$ cat src/rtl/core/mkcl_pkg.sv
// Shared types, constants and key tables for the multi-tap keypad code lock.
`default_nettype none
package mkcl_pkg;

  localparam int TextDepthDefault = 16;

  localparam int KEY_W   = 5;
  localparam int CHAR_W  = 8;
  localparam int KIND_W  = 3;
  localparam int LEN_W   = 5;
  localparam int CFG_W   = 64;
  localparam int CFG_IDX_W = 2;

  // configuration register indexes
  localparam logic [CFG_IDX_W-1:0] REG_IDLE_TIMEOUT = 2'd0;
  localparam logic [CFG_IDX_W-1:0] REG_PASSWORD     = 2'd1;
  localparam logic [CFG_IDX_W-1:0] REG_PASSWORD_LEN = 2'd2;

  localparam logic [7:0]  IDLE_TIMEOUT_RESET = 8'd100;
  localparam logic [63:0] PASSWORD_RESET     = 64'd14410411783971152;
  localparam logic [3:0]  PASSWORD_LEN_RESET = 4'd7;

  localparam logic [KEY_W-1:0] KEY_DELETE = 5'd4;
  localparam logic [KEY_W-1:0] KEY_ENTER  = 5'd8;
  localparam logic [KEY_W-1:0] KEY_LAST   = 5'd16;

  typedef enum logic [KIND_W-1:0] {
    EV_NONE    = 3'd0,
    EV_SHOWN   = 3'd1,
    EV_COMMIT  = 3'd2,
    EV_DELETE  = 3'd3,
    EV_CORRECT = 3'd4,
    EV_WRONG   = 3'd5,
    EV_FULL    = 3'd6
  } event_kind_t;

  // number of characters on a key, 0 for function keys and unused codes
  function automatic logic [3:0] key_len(input logic [KEY_W-1:0] key);
    logic [3:0] n;
    case (key)
      5'd1:                      n = 4'd6;
      5'd2, 5'd3, 5'd5, 5'd6,
      5'd7, 5'd10:               n = 4'd7;
      5'd9, 5'd11:               n = 4'd9;
      5'd13, 5'd14, 5'd15:       n = 4'd1;
      default:                   n = 4'd0;
    endcase
    return n;
  endfunction

  // key characters, first character in the top byte
  function automatic logic [71:0] key_str(input logic [3:0] k);
    logic [71:0] s;
    case (k)
      4'd1:    s = {".,-?!1", 24'h0};
      4'd2:    s = {"abcABC2", 16'h0};
      4'd3:    s = {"defDEF3", 16'h0};
      4'd5:    s = {"ghiGHI4", 16'h0};
      4'd6:    s = {"jklJKL5", 16'h0};
      4'd7:    s = {"mnoMNO6", 16'h0};
      4'd9:    s = "pqrsPQRS7";
      4'd10:   s = {"tuvTUV8", 16'h0};
      4'd11:   s = "wxyzWXYZ9";
      4'd13:   s = {"*", 64'h0};
      4'd14:   s = {"0", 64'h0};
      4'd15:   s = {"#", 64'h0};
      default: s = 72'h0;
    endcase
    return s;
  endfunction

  function automatic logic [CHAR_W-1:0] key_char(input logic [3:0] k, input logic [3:0] idx);
    logic [71:0] s;
    s = key_str(k) << {idx, 3'b000};
    if (idx >= key_len({1'b0, k}))
      return '0;
    return s[71:64];
  endfunction

endpackage
`default_nettype wire

$ cat src/rtl/core/mkcl_if.sv
// Valid/ready channel interfaces for key/tick words and result words.
`default_nettype none
interface mkcl_cmd_if;
  import mkcl_pkg::*;
  logic              valid;
  logic              ready;
  logic              req_type;
  logic [KEY_W-1:0]  key_code;
  modport source (output valid, req_type, key_code, input ready);
  modport sink   (input valid, req_type, key_code, output ready);
endinterface

interface mkcl_evt_if;
  import mkcl_pkg::*;
  logic              valid;
  logic              ready;
  logic [KIND_W-1:0] event_kind;
  logic [CHAR_W-1:0] shown_char;
  logic [LEN_W-1:0]  text_length;
  modport source (output valid, event_kind, shown_char, text_length, input ready);
  modport sink   (input valid, event_kind, shown_char, text_length, output ready);
endinterface
`default_nettype wire

$ cat src/rtl/core/multitap_keypad_code_lock.sv
// Multi-tap keypad code lock: text entry from key presses and ticks, password check.
//
// Each word on cmd is a key press (req_type 0) or one 10 ms tick (req_type 1) and
// yields exactly one word on evt. A word is handled in the cycle it is accepted and
// its result sits in the output register the next cycle, so one word per cycle is
// taken as long as evt drains; cmd.ready drops only while a result waits unclaimed.
// The text buffer is a RAM whose read port is pointed at the last character ahead
// of time, so delete finds the character already read; the first eight are mirrored
// in flops for the password compare. Configuration writes go straight to the
// registers and must happen while no word is in flight.
`default_nettype none
module multitap_keypad_code_lock
  import mkcl_pkg::*;
#(
  parameter int TEXT_DEPTH = TextDepthDefault
) (
  input  wire logic                  clk,
  input  wire logic                  rst,
  input  wire logic                  cfg_we,
  input  wire logic [CFG_IDX_W-1:0]  cfg_index,
  input  wire logic [CFG_W-1:0]      cfg_wdata,
  mkcl_cmd_if.sink                   cmd,
  mkcl_evt_if.source                 evt
);

  localparam int CNT_W  = $clog2(TEXT_DEPTH + 1);
  localparam int ADDR_W = (TEXT_DEPTH > 1) ? $clog2(TEXT_DEPTH) : 1;
  localparam int SHADOW = (TEXT_DEPTH < 8) ? TEXT_DEPTH : 8;

  // configuration
  logic [7:0]  idle_timeout;
  logic [63:0] password;
  logic [3:0]  password_len;

  // lock state
  logic [CNT_W-1:0] text_count, text_count_next;
  logic             selecting, selecting_next;
  logic [3:0]       active_key, active_key_next;
  logic [3:0]       tap_index, tap_index_next;
  logic [7:0]       idle_count, idle_count_next;
  logic [CHAR_W-1:0] shadow [SHADOW];

  // buffer RAM and last-character bypass
  logic              wr_en;
  logic [ADDR_W-1:0] wr_addr, rd_addr;
  logic [CNT_W-1:0]  count_view, count_dec;
  logic [CHAR_W-1:0] rd_data, byp_data, top_char;
  logic              byp;

  logic              accept;
  event_kind_t       kind;
  logic [CHAR_W-1:0] ch;
  logic [7:0]        idle_inc;
  logic [4:0]        tap_inc;
  logic [3:0]        n_taps;
  logic              pw_match;

  assign accept    = cmd.valid && cmd.ready;
  assign cmd.ready = !evt.valid || evt.ready;
  assign top_char  = byp ? byp_data : rd_data;
  assign wr_addr   = ADDR_W'(text_count);

  // keep the read port on the last character of the buffer as it will be
  assign count_view = accept ? text_count_next : text_count;
  assign count_dec  = count_view - 1'b1;
  assign rd_addr    = ADDR_W'(count_dec);

  mkcl_ram #(
    .WIDTH (CHAR_W),
    .DEPTH (TEXT_DEPTH)
  ) u_text_ram (
    .clk   (clk),
    .we    (wr_en),
    .waddr (wr_addr),
    .wdata (ch),
    .raddr (rd_addr),
    .rdata (rd_data)
  );

  always_comb begin
    pw_match = (password_len <= 4'd8) && (8'(text_count) == 8'(password_len));
    for (int i = 0; i < SHADOW; i++) begin
      if ((CNT_W'(i) < text_count) && (shadow[i] != password[8*i +: 8])) begin
        pw_match = 1'b0;
      end
    end
  end

  always_comb begin
    text_count_next = text_count;
    selecting_next  = selecting;
    active_key_next = active_key;
    tap_index_next  = tap_index;
    idle_count_next = idle_count;
    kind            = EV_NONE;
    ch              = '0;
    wr_en           = 1'b0;
    idle_inc        = (idle_count == 8'hFF) ? idle_count : idle_count + 8'd1;
    n_taps          = key_len(cmd.key_code);
    tap_inc         = {1'b0, tap_index} + 5'd1;

    if (cmd.req_type) begin
      if (selecting) begin
        if (idle_inc < idle_timeout) begin
          idle_count_next = idle_inc;
        end else begin
          selecting_next  = 1'b0;
          idle_count_next = '0;
          tap_index_next  = '0;
          if (text_count >= CNT_W'(TEXT_DEPTH)) begin
            kind = EV_FULL;
          end else begin
            kind            = EV_COMMIT;
            ch              = key_char(active_key, tap_index);
            wr_en           = accept;
            text_count_next = text_count + 1'b1;
          end
        end
      end
    end else if (cmd.key_code != '0 && cmd.key_code <= KEY_LAST) begin
      if (selecting) begin
        // only the key being cycled counts while a selection runs
        if (cmd.key_code == {1'b0, active_key}) begin
          tap_index_next  = (tap_inc >= {1'b0, n_taps}) ? 4'd0 : tap_inc[3:0];
          idle_count_next = '0;
          kind            = EV_SHOWN;
          ch              = key_char(active_key, tap_index_next);
        end
      end else if (n_taps != '0) begin
        selecting_next  = 1'b1;
        active_key_next = cmd.key_code[3:0];
        tap_index_next  = '0;
        idle_count_next = '0;
        kind            = EV_SHOWN;
        ch              = key_char(cmd.key_code[3:0], 4'd0);
      end else if (cmd.key_code == KEY_DELETE) begin
        if (text_count != '0) begin
          text_count_next = text_count - 1'b1;
          kind            = EV_DELETE;
          ch              = top_char;
        end
      end else if (cmd.key_code == KEY_ENTER) begin
        kind            = pw_match ? EV_CORRECT : EV_WRONG;
        text_count_next = '0;
      end
    end
  end

  always_ff @(posedge clk) begin
    if (rst) begin
      idle_timeout <= IDLE_TIMEOUT_RESET;
      password     <= PASSWORD_RESET;
      password_len <= PASSWORD_LEN_RESET;
      text_count   <= '0;
      selecting    <= 1'b0;
      active_key   <= '0;
      tap_index    <= '0;
      idle_count   <= '0;
      byp          <= 1'b0;
      evt.valid    <= 1'b0;
    end else begin
      if (cfg_we) begin
        case (cfg_index)
          REG_IDLE_TIMEOUT: idle_timeout <= cfg_wdata[7:0];
          REG_PASSWORD:     password     <= cfg_wdata;
          REG_PASSWORD_LEN: password_len <= cfg_wdata[3:0];
          default:          ;
        endcase
      end
      if (accept) begin
        text_count <= text_count_next;
        selecting  <= selecting_next;
        active_key <= active_key_next;
        tap_index  <= tap_index_next;
        idle_count <= idle_count_next;
        // a RAM read of the entry being written returns its old data
        byp        <= wr_en && (wr_addr == rd_addr);
        evt.valid  <= 1'b1;
      end else if (evt.ready) begin
        evt.valid  <= 1'b0;
      end
    end
  end

  always_ff @(posedge clk) begin
    if (accept) begin
      byp_data        <= ch;
      evt.event_kind  <= kind;
      evt.shown_char  <= ch;
      evt.text_length <= LEN_W'(text_count_next);
    end
    for (int i = 0; i < SHADOW; i++) begin
      if (wr_en && text_count == CNT_W'(i)) begin
        shadow[i] <= ch;
      end
    end
  end

endmodule
`default_nettype wire

$ cat src/rtl/core/mkcl_ram.sv
// Generic single-port-write, single-port-read RAM with registered read data.
`default_nettype none
module mkcl_ram #(
  parameter int WIDTH = 8,
  parameter int DEPTH = 16,
  localparam int AW = (DEPTH > 1) ? $clog2(DEPTH) : 1
) (
  input  wire logic             clk,
  input  wire logic             we,
  input  wire logic [AW-1:0]    waddr,
  input  wire logic [WIDTH-1:0] wdata,
  input  wire logic [AW-1:0]    raddr,
  output logic      [WIDTH-1:0] rdata
);

  logic [WIDTH-1:0] mem [DEPTH];

  always_ff @(posedge clk) begin
    if (we) begin
      mem[waddr] <= wdata;
    end
    rdata <= mem[raddr];
  end

endmodule
`default_nettype wire
$ cat src/flat_wrapper.sv
// flat-port wrapper written by rule: the top's interface ports become plain ports
module multitap_keypad_code_lock_flat import mkcl_pkg::*;
#(
  parameter int TEXT_DEPTH = TextDepthDefault
)
  (clk, rst, cfg_we, cfg_index, cfg_wdata, cmd_valid, cmd_req_type, cmd_key_code, cmd_ready, evt_valid, evt_event_kind, evt_shown_char, evt_text_length, evt_ready);
  mkcl_cmd_if cmd_i ();
  mkcl_evt_if evt_i ();
  input  wire logic clk;
  input  wire logic rst;
  input  wire logic cfg_we;
  input  wire logic [CFG_IDX_W-1:0] cfg_index;
  input  wire logic [CFG_W-1:0] cfg_wdata;
  input wire logic [$bits(cmd_i.valid)-1:0] cmd_valid;
  input wire logic [$bits(cmd_i.req_type)-1:0] cmd_req_type;
  input wire logic [$bits(cmd_i.key_code)-1:0] cmd_key_code;
  output wire logic [$bits(cmd_i.ready)-1:0] cmd_ready;
  output wire logic [$bits(evt_i.valid)-1:0] evt_valid;
  output wire logic [$bits(evt_i.event_kind)-1:0] evt_event_kind;
  output wire logic [$bits(evt_i.shown_char)-1:0] evt_shown_char;
  output wire logic [$bits(evt_i.text_length)-1:0] evt_text_length;
  input wire logic [$bits(evt_i.ready)-1:0] evt_ready;
  assign cmd_i.valid = cmd_valid;
  assign cmd_i.req_type = cmd_req_type;
  assign cmd_i.key_code = cmd_key_code;
  assign cmd_ready = cmd_i.ready;
  assign evt_valid = evt_i.valid;
  assign evt_event_kind = evt_i.event_kind;
  assign evt_shown_char = evt_i.shown_char;
  assign evt_text_length = evt_i.text_length;
  assign evt_i.ready = evt_ready;
  multitap_keypad_code_lock #(.TEXT_DEPTH(TEXT_DEPTH)) u_core (.clk(clk), .rst(rst), .cfg_we(cfg_we), .cfg_index(cfg_index), .cfg_wdata(cfg_wdata), .cmd(cmd_i), .evt(evt_i));
endmodule
$ cat config.mk
export PLATFORM = sky130hd
export DESIGN_NAME = multitap_keypad_code_lock_flat
export DESIGN_NICKNAME = d
export VERILOG_FILES = /design/src/rtl/core/mkcl_pkg.sv /design/src/rtl/core/mkcl_if.sv /design/src/rtl/core/multitap_keypad_code_lock.sv /design/src/rtl/core/mkcl_ram.sv /design/src/flat_wrapper.sv
export SDC_FILE = /design/constraint.sdc
export NUM_CORES = 1
export LEC_CHECK = 0
export ABC_AREA = 0
export CORE_MARGIN = 1
export CORE_UTILIZATION = 36
export CTS_CLUSTER_DIAMETER = 150
export DETAILED_ROUTE_END_ITERATION = 10
export DONT_BUFFER_PORTS = 1
export PLACE_DENSITY = 0.58
export SETUP_SLACK_MARGIN = 0.5
export SYNTH_ARGS = -nofsm -noshare
export SYNTH_HDL_FRONTEND = slang
export SYNTH_SLANG_ARGS = --single-unit
$ cat constraint.sdc
create_clock -name clk -period 9.3 [get_ports clk]
set_input_delay 2.79 -clock clk [delete_from_list [all_inputs] [get_ports clk]]
set_output_delay 2.79 -clock clk [all_outputs]
set_load 0.01 [all_outputs]
======== Word-level counts from Yosys, hierarchy flattened ========
Memories as Yosys holds them, arrays and structs flattened. A register that Yosys moved wholly into a read port is not among the register bits.
Index checks and enable logic that the tools add are counted.
Widths: inputs -> output; s select.
storage, ports and cells
  bits in writable memories ............... 192
  bits in registers ....................... 116
  memories kept ........................... 9
  input bits .............................. 77
  latch bits .............................. 0
  logic and storage cells ................. 276
  bits in read-only memories .............. 3136
cells by class
  order comparisons ....................... 16
  shifts and indexed selects .............. 2
  bitwise operators ....................... 2
  multiply operators ...................... 0
  add/sub/neg operators ................... 5
  mux-type cells .......................... 159
  reduce and logical (&&, ||, !) cells .... 44
  div/mod/pow operators ................... 0
  equality and inequality tests ........... 26
memory list
  memory                 words  width  read ports  clocked after Yosys merged registers in  write ports  line            source
  (name not given)       16     60     1           1                                        0            mkcl_pkg.sv:54  case (k)
  (name not given)       16     60     1           1                                        0            mkcl_pkg.sv:54
  (name not given)       16     60     1           0                                        0            mkcl_pkg.sv:54
  u_core.u_text_ram.mem  16     8      1           1                                        1            mkcl_ram.sv:16  logic [WIDTH-1:0] mem [DEPTH];
  (name not given)       16     4      1           0                                        0            mkcl_pkg.sv:40  case (key)
  (name not given)       16     4      1           1                                        0            mkcl_pkg.sv:40
  +3 memories            --     --     --          --                                       --           --
operators with widths
  kind                 count
  $mux 72              8
  $mux 8               32
  $shl 72x7->72        2
  $mux 4               29
  $ne 8x8->1           8
  $mux 1               62
  $reduce_or 8->1      7
  $mux 5               11
  $mux 3               16
  $eq 5x3->1 const B   5
  $logic_and 1x1->1    20
  $lt 3x5->1 const A   4
  $eq 5x2->1 const B   2
  $eq 5x4->1           2
  $lt 1x5->1 const A   2
  $lt 2x5->1 const A   2
  $reduce_and 5->1     2
  $reduce_bool 5->1    2
  $add 8x1->8 const B  1
  $eq 8x8->1 const B   1
  $ge 4x4->1           2
  $lt 8x8->1           1
  $reduce_and 2->1     4
  $reduce_and 6->1     1
  other kinds (25)     28

======== Logic depth before layout (Yosys ltp) ========
An unclocked memory read counts as a cell.
  word-level depth ........................ 25
  gate-level depth with buffers ........... 21
  gate-level depth less buffers ........... 19

======== Hierarchy ========
Synthesis repeated with hierarchy kept, for this count alone.
second synthesis, totals
  cells, all modules ...................... 1403
  area total of the unflattened synthesis .. 16284.4 sq um
by module, submodules not included
  module                     instances  area each (sq um)  cells each
  multitap_keypad_code_lock  1          11136.9            1174
  mkcl_ram                   1          5147.4             229

======== Worst setup path before layout ========
OpenSTA, ideal clock, no wires.
  path kind ............................... input to register
  start ................................... input cmd_key_code[1]
  end ..................................... register u_core.evt.shown_char[0] (data pin)
  buffers on the path ..................... 2
  setup slack ............................. 0.878 ns
  stages on the path ...................... 21
  data required time ...................... 8.900 ns
  arrival ................................. 8.023 ns
  path through ............................ clkbuf_1 > inv_1 > ha_1 > nor2b_1 > a211oi_1 > inv_1 > ha_1 > a21oi_1 > maj3_1 > o211a_1 > clkbuf_1 > inv_1 > ha_1 > nand2b_1 > a21o_1 > a21o_1 > a2111oi_0 > nor3b_1 > a22o_1 > o31ai_1 > o21ai_0
on the way
  cells in the longest elaborated chain, start to end .. 16
RTL lines
  element                                              line                              source
  start, declared                                      flat_wrapper.sv:16                input wire logic [$bits(cmd_i.key_code)-1:0] cmd_key_code;
  branches (longest 14 deep; another with $ge 5x4->1)  --
  $mux 8 *                                             multitap_keypad_code_lock.sv:120  end else if (cmd.key_code != '0 && cmd.key_code <= KEY_LAST) begin
  $mux 8 *                                             multitap_keypad_code_lock.sv:102  if (cmd.req_type) begin
  net u_core.ch[0]                                     multitap_keypad_code_lock.sv:52   logic [CHAR_W-1:0] ch;
  end signal, assigned                                 multitap_keypad_code_lock.sv:189  evt.shown_char <= ch;
  end, declared                                        mkcl_if.sv:20                     modport source (output valid, event_kind, shown_char, text_length, input ready);
Mark *: on every way through the listed nets, which the timed path passes. The select of a mux whose other input is x is not followed.
A chain may end at the register's enable or synchronous reset.

======== Worst setup path in the final report ========
  start ................................... input cmd_key_code[0]
  end ..................................... memory u_core.shadow[3][5] (netlist: u_core.shadow[0][29]) (data pin)
on the way
  cells in the longest elaborated chain, start to end .. 23
RTL lines
  element                                              line                              source
  branches (longest 14 deep; another with $ge 5x4->1)  --
  $mux 8 *                                             multitap_keypad_code_lock.sv:120
  $mux 8 *                                             multitap_keypad_code_lock.sv:102
  net u_core.ch[5]                                     multitap_keypad_code_lock.sv:52
  $mux 8 (no line) (6 in a row)                        --
  $mux 8 (no line) *                                   --
  end, declared                                        multitap_keypad_code_lock.sv:41   logic [CHAR_W-1:0] shadow [SHADOW];
Marks and branches as above.

==> summary.json <==
{
  "run_status": {"value": "completed"},
  "synth_top_area_cell": {"value": "sky130_fd_sc_hd__edfxtp_1"},
  "p_sw": {"value": 730, "unit": "uW"},
  "critical-path-slowest-cell": {"value": "sky130_fd_sc_hd__o22a_1"},
  "post_route_cells_drive_above_1_share": {"value": 12.0, "unit": "%"},
  "cp_cell_sequence": {"value": "inv_1, ha_1, nor2b_1, a211oi_1, inv_1, ha_1, a21oi_1, maj3_1, o211a_1, inv_1, ha_1, nand2b_1, a21o_1, a21o_1, a2111oi_0, nor3b_1, a22o_1, o22a_1"},
  "cts_tree": {"value": "yes"},
  "worstSetupStartpointType": {"value": "primary input"},
  "place_area": {"value": 16800, "unit": "um2"},
  "clockPowerShare": {"value": 48.6, "unit": "%"},
  "fin_crit_share": {"value": 85.3, "unit": "%"},
  "placed_cells_incl_taps": {"value": 1923},
  "yosysTopAreaCellShare": {"value": 38.6, "unit": "%"},
  "hold_path_class": {"value": "reg -> reg"},
  "endpoint_kind": {"value": "register"},
  "clk_pin_slew_worst_paths": {"value": 60, "unit": "ps"},
  "seqPwrFrac": {"value": 48.3, "unit": "%"},
  "synth_seq_area_share": {"value": 56.9, "unit": "%"},
  "critPathMaxFanout": {"value": 25},
  "final-setup-viol-count": {"value": 0},
  "setup_tns": {"value": 0, "unit": "ps"},
  "postSynth.asyncResetShare": {"value": 0, "unit": "%"},
  "stdcell_count": {"value": 1991},
  "post_drt_via_cell_ratio": {"value": 5.41},
  "n_antenna_cell": {"value": 0},
  "cts.repair.resized": {"value": 0},
  "grt_pass1_vias": {"value": 10374},
  "grt_overflow_total": {"value": 0},
  "cts-hold-fix-buffers": {"value": 0},
  "drtPass1Iterations": {"value": 6},
  "timing.critical_path.required": {"value": 9510, "unit": "ps"},
  "final_core_density": {"value": 41.1, "unit": "%"},
  "cts_num_sinks": {"value": 356},
  "power.combinational.fraction": {"value": 3.1, "unit": "%"},
  "synthFlopType": {"value": "sky130_fd_sc_hd__edfxtp_1"},
  "place_congestion": {"value": 0.905},
  "detailedRoute.firstIterationViolations": {"value": 1113},
  "power_density_of_the_placed_cells": {"value": 193, "unit": "nW/um2"},
  "grt_start_max_net_pins": {"value": 96},
  "port_buffers": {"value": 0},
  "report.final.hold_viol_count": {"value": 0},
  "clk_root_buffer_cell": {"value": "sky130_fd_sc_hd__clkbuf_16"},
  "worst-setup-path-type": {"value": "in -> reg"},
  "grt_usage": {"value": 18.0, "unit": "%"},
  "cts_inserted_buffers": {"value": 37},
  "rsz0062_at_grt": {"value": "false"},
  "syn_nets": {"value": 1502},
  "design.final.nets": {"value": 1481},
  "arrival": {"value": 8140, "unit": "ps"},
  "insertion_delay": {"value": 550, "unit": "ps"},
  "core_area": {"value": 44300, "unit": "um2"},
  "worst_pin_slew": {"value": 1300, "unit": "ps"},
  "yosys_register_bits": {"value": 356},
  "initial_utilization": {"value": 36.5, "unit": "%"},
  "synthesis.instances": {"value": 1391},
  "synth_area_leaders": {"value": "sky130_fd_sc_hd__edfxtp_1 (39%), sky130_fd_sc_hd__dfxtp_1 (18%), sky130_fd_sc_hd__mux4_2 (5.6%), sky130_fd_sc_hd__nand2_1 (4.8%), sky130_fd_sc_hd__a21oi_1 (2.8%)"},
  "cellLeakagePower": {"value": 0.00660, "unit": "uW"},
  "fin_worst_skew": {"value": 23.9, "unit": "ps"},
  "max_cap_viol_count": {"value": 0},
  "cts_max_level": {"value": 2},
  "area_growth_syn_to_layout": {"value": 12.7, "unit": "%"},
  "vias": {"value": 10769},
  "timing.final.crit_period": {"value": 7930, "unit": "ps"},
  "die-width": {"value": 214, "unit": "um"},
  "pin_count": {"value": 95},
  "remaining_drc_errors": {"value": 0},
  "antenna_found_initial": {"value": 0},
  "design.die.area": {"value": 45800, "unit": "um2"},
  "post_synth_instance_area": {"value": 16200, "unit": "um2"},
  "slew_headroom": {"value": 12.9, "unit": "%"},
  "die_h": {"value": 214, "unit": "um"},
  "wl": {"value": 41.8, "unit": "mm"},
  "synthesis.area_per_instance": {"value": 11.6, "unit": "um2"},
  "fmaxAchievable": {"value": 0.126, "unit": "GHz"},
  "netlist-cell-type-count": {"value": 78},
  "cpLargestDelayFamily": {"value": "compound AO/OA/AOI/OAI gates"},
  "number_of_standard_cell_rows_in_the_floorplan": {"value": 77},
  "grt_pass1_wl": {"value": 63.7, "unit": "mm"},
  "p_int": {"value": 2790, "unit": "uW"},
  "synthesis.yosys.warnings": {"value": 0},
  "drv_slew": {"value": 0},
  "final_design_area_no_fill": {"value": 18200, "unit": "um2"},
  "route.detailed.wl_per_inst": {"value": 21.0, "unit": "um"},
  "synth_edf_count": {"value": 208},
  "cpPeakStageDelay": {"value": 790, "unit": "ps"},
  "critical_path_buf_inv_count": {"value": 3},
  "dpl.hpwl": {"value": 29.0, "unit": "mm"},
  "swShare": {"value": 20.7, "unit": "%"},
  "worst_ir_drop_vdd": {"value": 0.117, "unit": "mV"},
  "clock_tree.buffer_depth": {"value": 3},
  "postRouteAntennaNets": {"value": 0},
  "cts.repair_timing.setup_buffer_count": {"value": 0},
  "yosys-top-cells-count": {"value": "sky130_fd_sc_hd__edfxtp_1 (208), sky130_fd_sc_hd__nand2_1 (208), sky130_fd_sc_hd__dfxtp_1 (148), sky130_fd_sc_hd__a21oi_1 (90), sky130_fd_sc_hd__nor2_1 (83)"}
}
per-stage QoR:
| step | power [uW] | hold slack [ps] | setup WS (ps) |
|---|---|---|---|
| finish | 3520 | 470 | 1370 |
| detailed placement | 1840 | 465 | 928 |
| global placement | 1840 | 459 | 1010 |
| CTS | 3540 | 473 | 1480 |
| floorplan | 1820 | 448 | 878 |
| global route | 3620 | 490 | 1020 |
layer usage:
metal / global-route usage [%] / part of all wire, % / up-vias
li1: - / - / 5034
met1: 24.8 / 45 / 5337
met5: 0 / 0 / -
met4: 6.12 / 2.6 / 0
met3: 3.19 / 5.6 / 60
met2: 28.7 / 47 / 338
path summary, 6_finish.rpt:
kind	start	endpoint	slack (ps)	cells past startpoint
max	cmd_key_code[0]	u_core.shadow[0][29]	1370	18
min	u_core.password[43]	u_core.password[43]	470	2
max reg2reg	u_core.tap_index[2]	u_core.shadow[0][29]	3570	14
min reg2reg	u_core.password[43]	u_core.password[43]	470	2
worst register-to-register path, cell delays in order (launching register included):
cell,delay [ps]
sky130_fd_sc_hd__dfxtp_1,830
sky130_fd_sc_hd__nand3_1,190
sky130_fd_sc_hd__xnor2_1,180
sky130_fd_sc_hd__ha_1,220
sky130_fd_sc_hd__a31oi_1,280
sky130_fd_sc_hd__o211a_1,560
sky130_fd_sc_hd__inv_1,260
sky130_fd_sc_hd__ha_1,320
sky130_fd_sc_hd__nand2b_1,140
sky130_fd_sc_hd__a21o_1,170
sky130_fd_sc_hd__a21o_1,170
sky130_fd_sc_hd__a2111oi_0,660
sky130_fd_sc_hd__nor3b_1,380
sky130_fd_sc_hd__a22o_1,250
sky130_fd_sc_hd__o22a_1,790
placed cells by master, fill, tap and decap left out, types with 18 or more instances in the layout:
cell,count
sky130_fd_sc_hd__a21oi_1,90
sky130_fd_sc_hd__buf_4,18
sky130_fd_sc_hd__clkbuf_16,38
sky130_fd_sc_hd__dfxtp_1,148
sky130_fd_sc_hd__edfxtp_1,208
sky130_fd_sc_hd__ha_1,34
sky130_fd_sc_hd__inv_1,37
sky130_fd_sc_hd__mux2i_1,36
sky130_fd_sc_hd__mux4_2,40
sky130_fd_sc_hd__nand2_1,208
sky130_fd_sc_hd__nand3_1,23
sky130_fd_sc_hd__nand3b_1,29
sky130_fd_sc_hd__nor2_1,83
sky130_fd_sc_hd__nor3_1,18
sky130_fd_sc_hd__o21ai_0,44
sky130_fd_sc_hd__xnor2_1,36
sky130_fd_sc_hd__xor2_1,49
area by class of cell:
cell class	count	area, um2
clock buffer	40	968
sequential	356	9210
multi-input combinational	916	6570
tap	592	741
timing repair buffer	18	135
clock inverter	28	457
fill	4142	26100
inverter	41	154
kinds of logic (layout without fill, tap and decap cells):
logic type | count (synthesis) | in the layout | share of synthesized area, %
compound gates | 233 | 233 | 9.24
xor+xnor | 87 | 87 | 4.82
fa+ha+maj | 35 | 35 | 2.69
flops | 356 | 356 | 56.9
simple gates | 468 | 468 | 13.9
buf+inv | 119 | 127 | 2.85
mux | 93 | 93 | 9.53
power by group through the flow:
stage	Combinational, uW	Sequential, uW	Clock [uW]
finish	108	1700	1710
floorplan	91.3	1730	0
global route	120	1700	1800
global placement	107	1730	0
detailed placement	109	1730	0
CTS	109	1700	1730
Note: power is estimated with default switching activity, not from simulation.
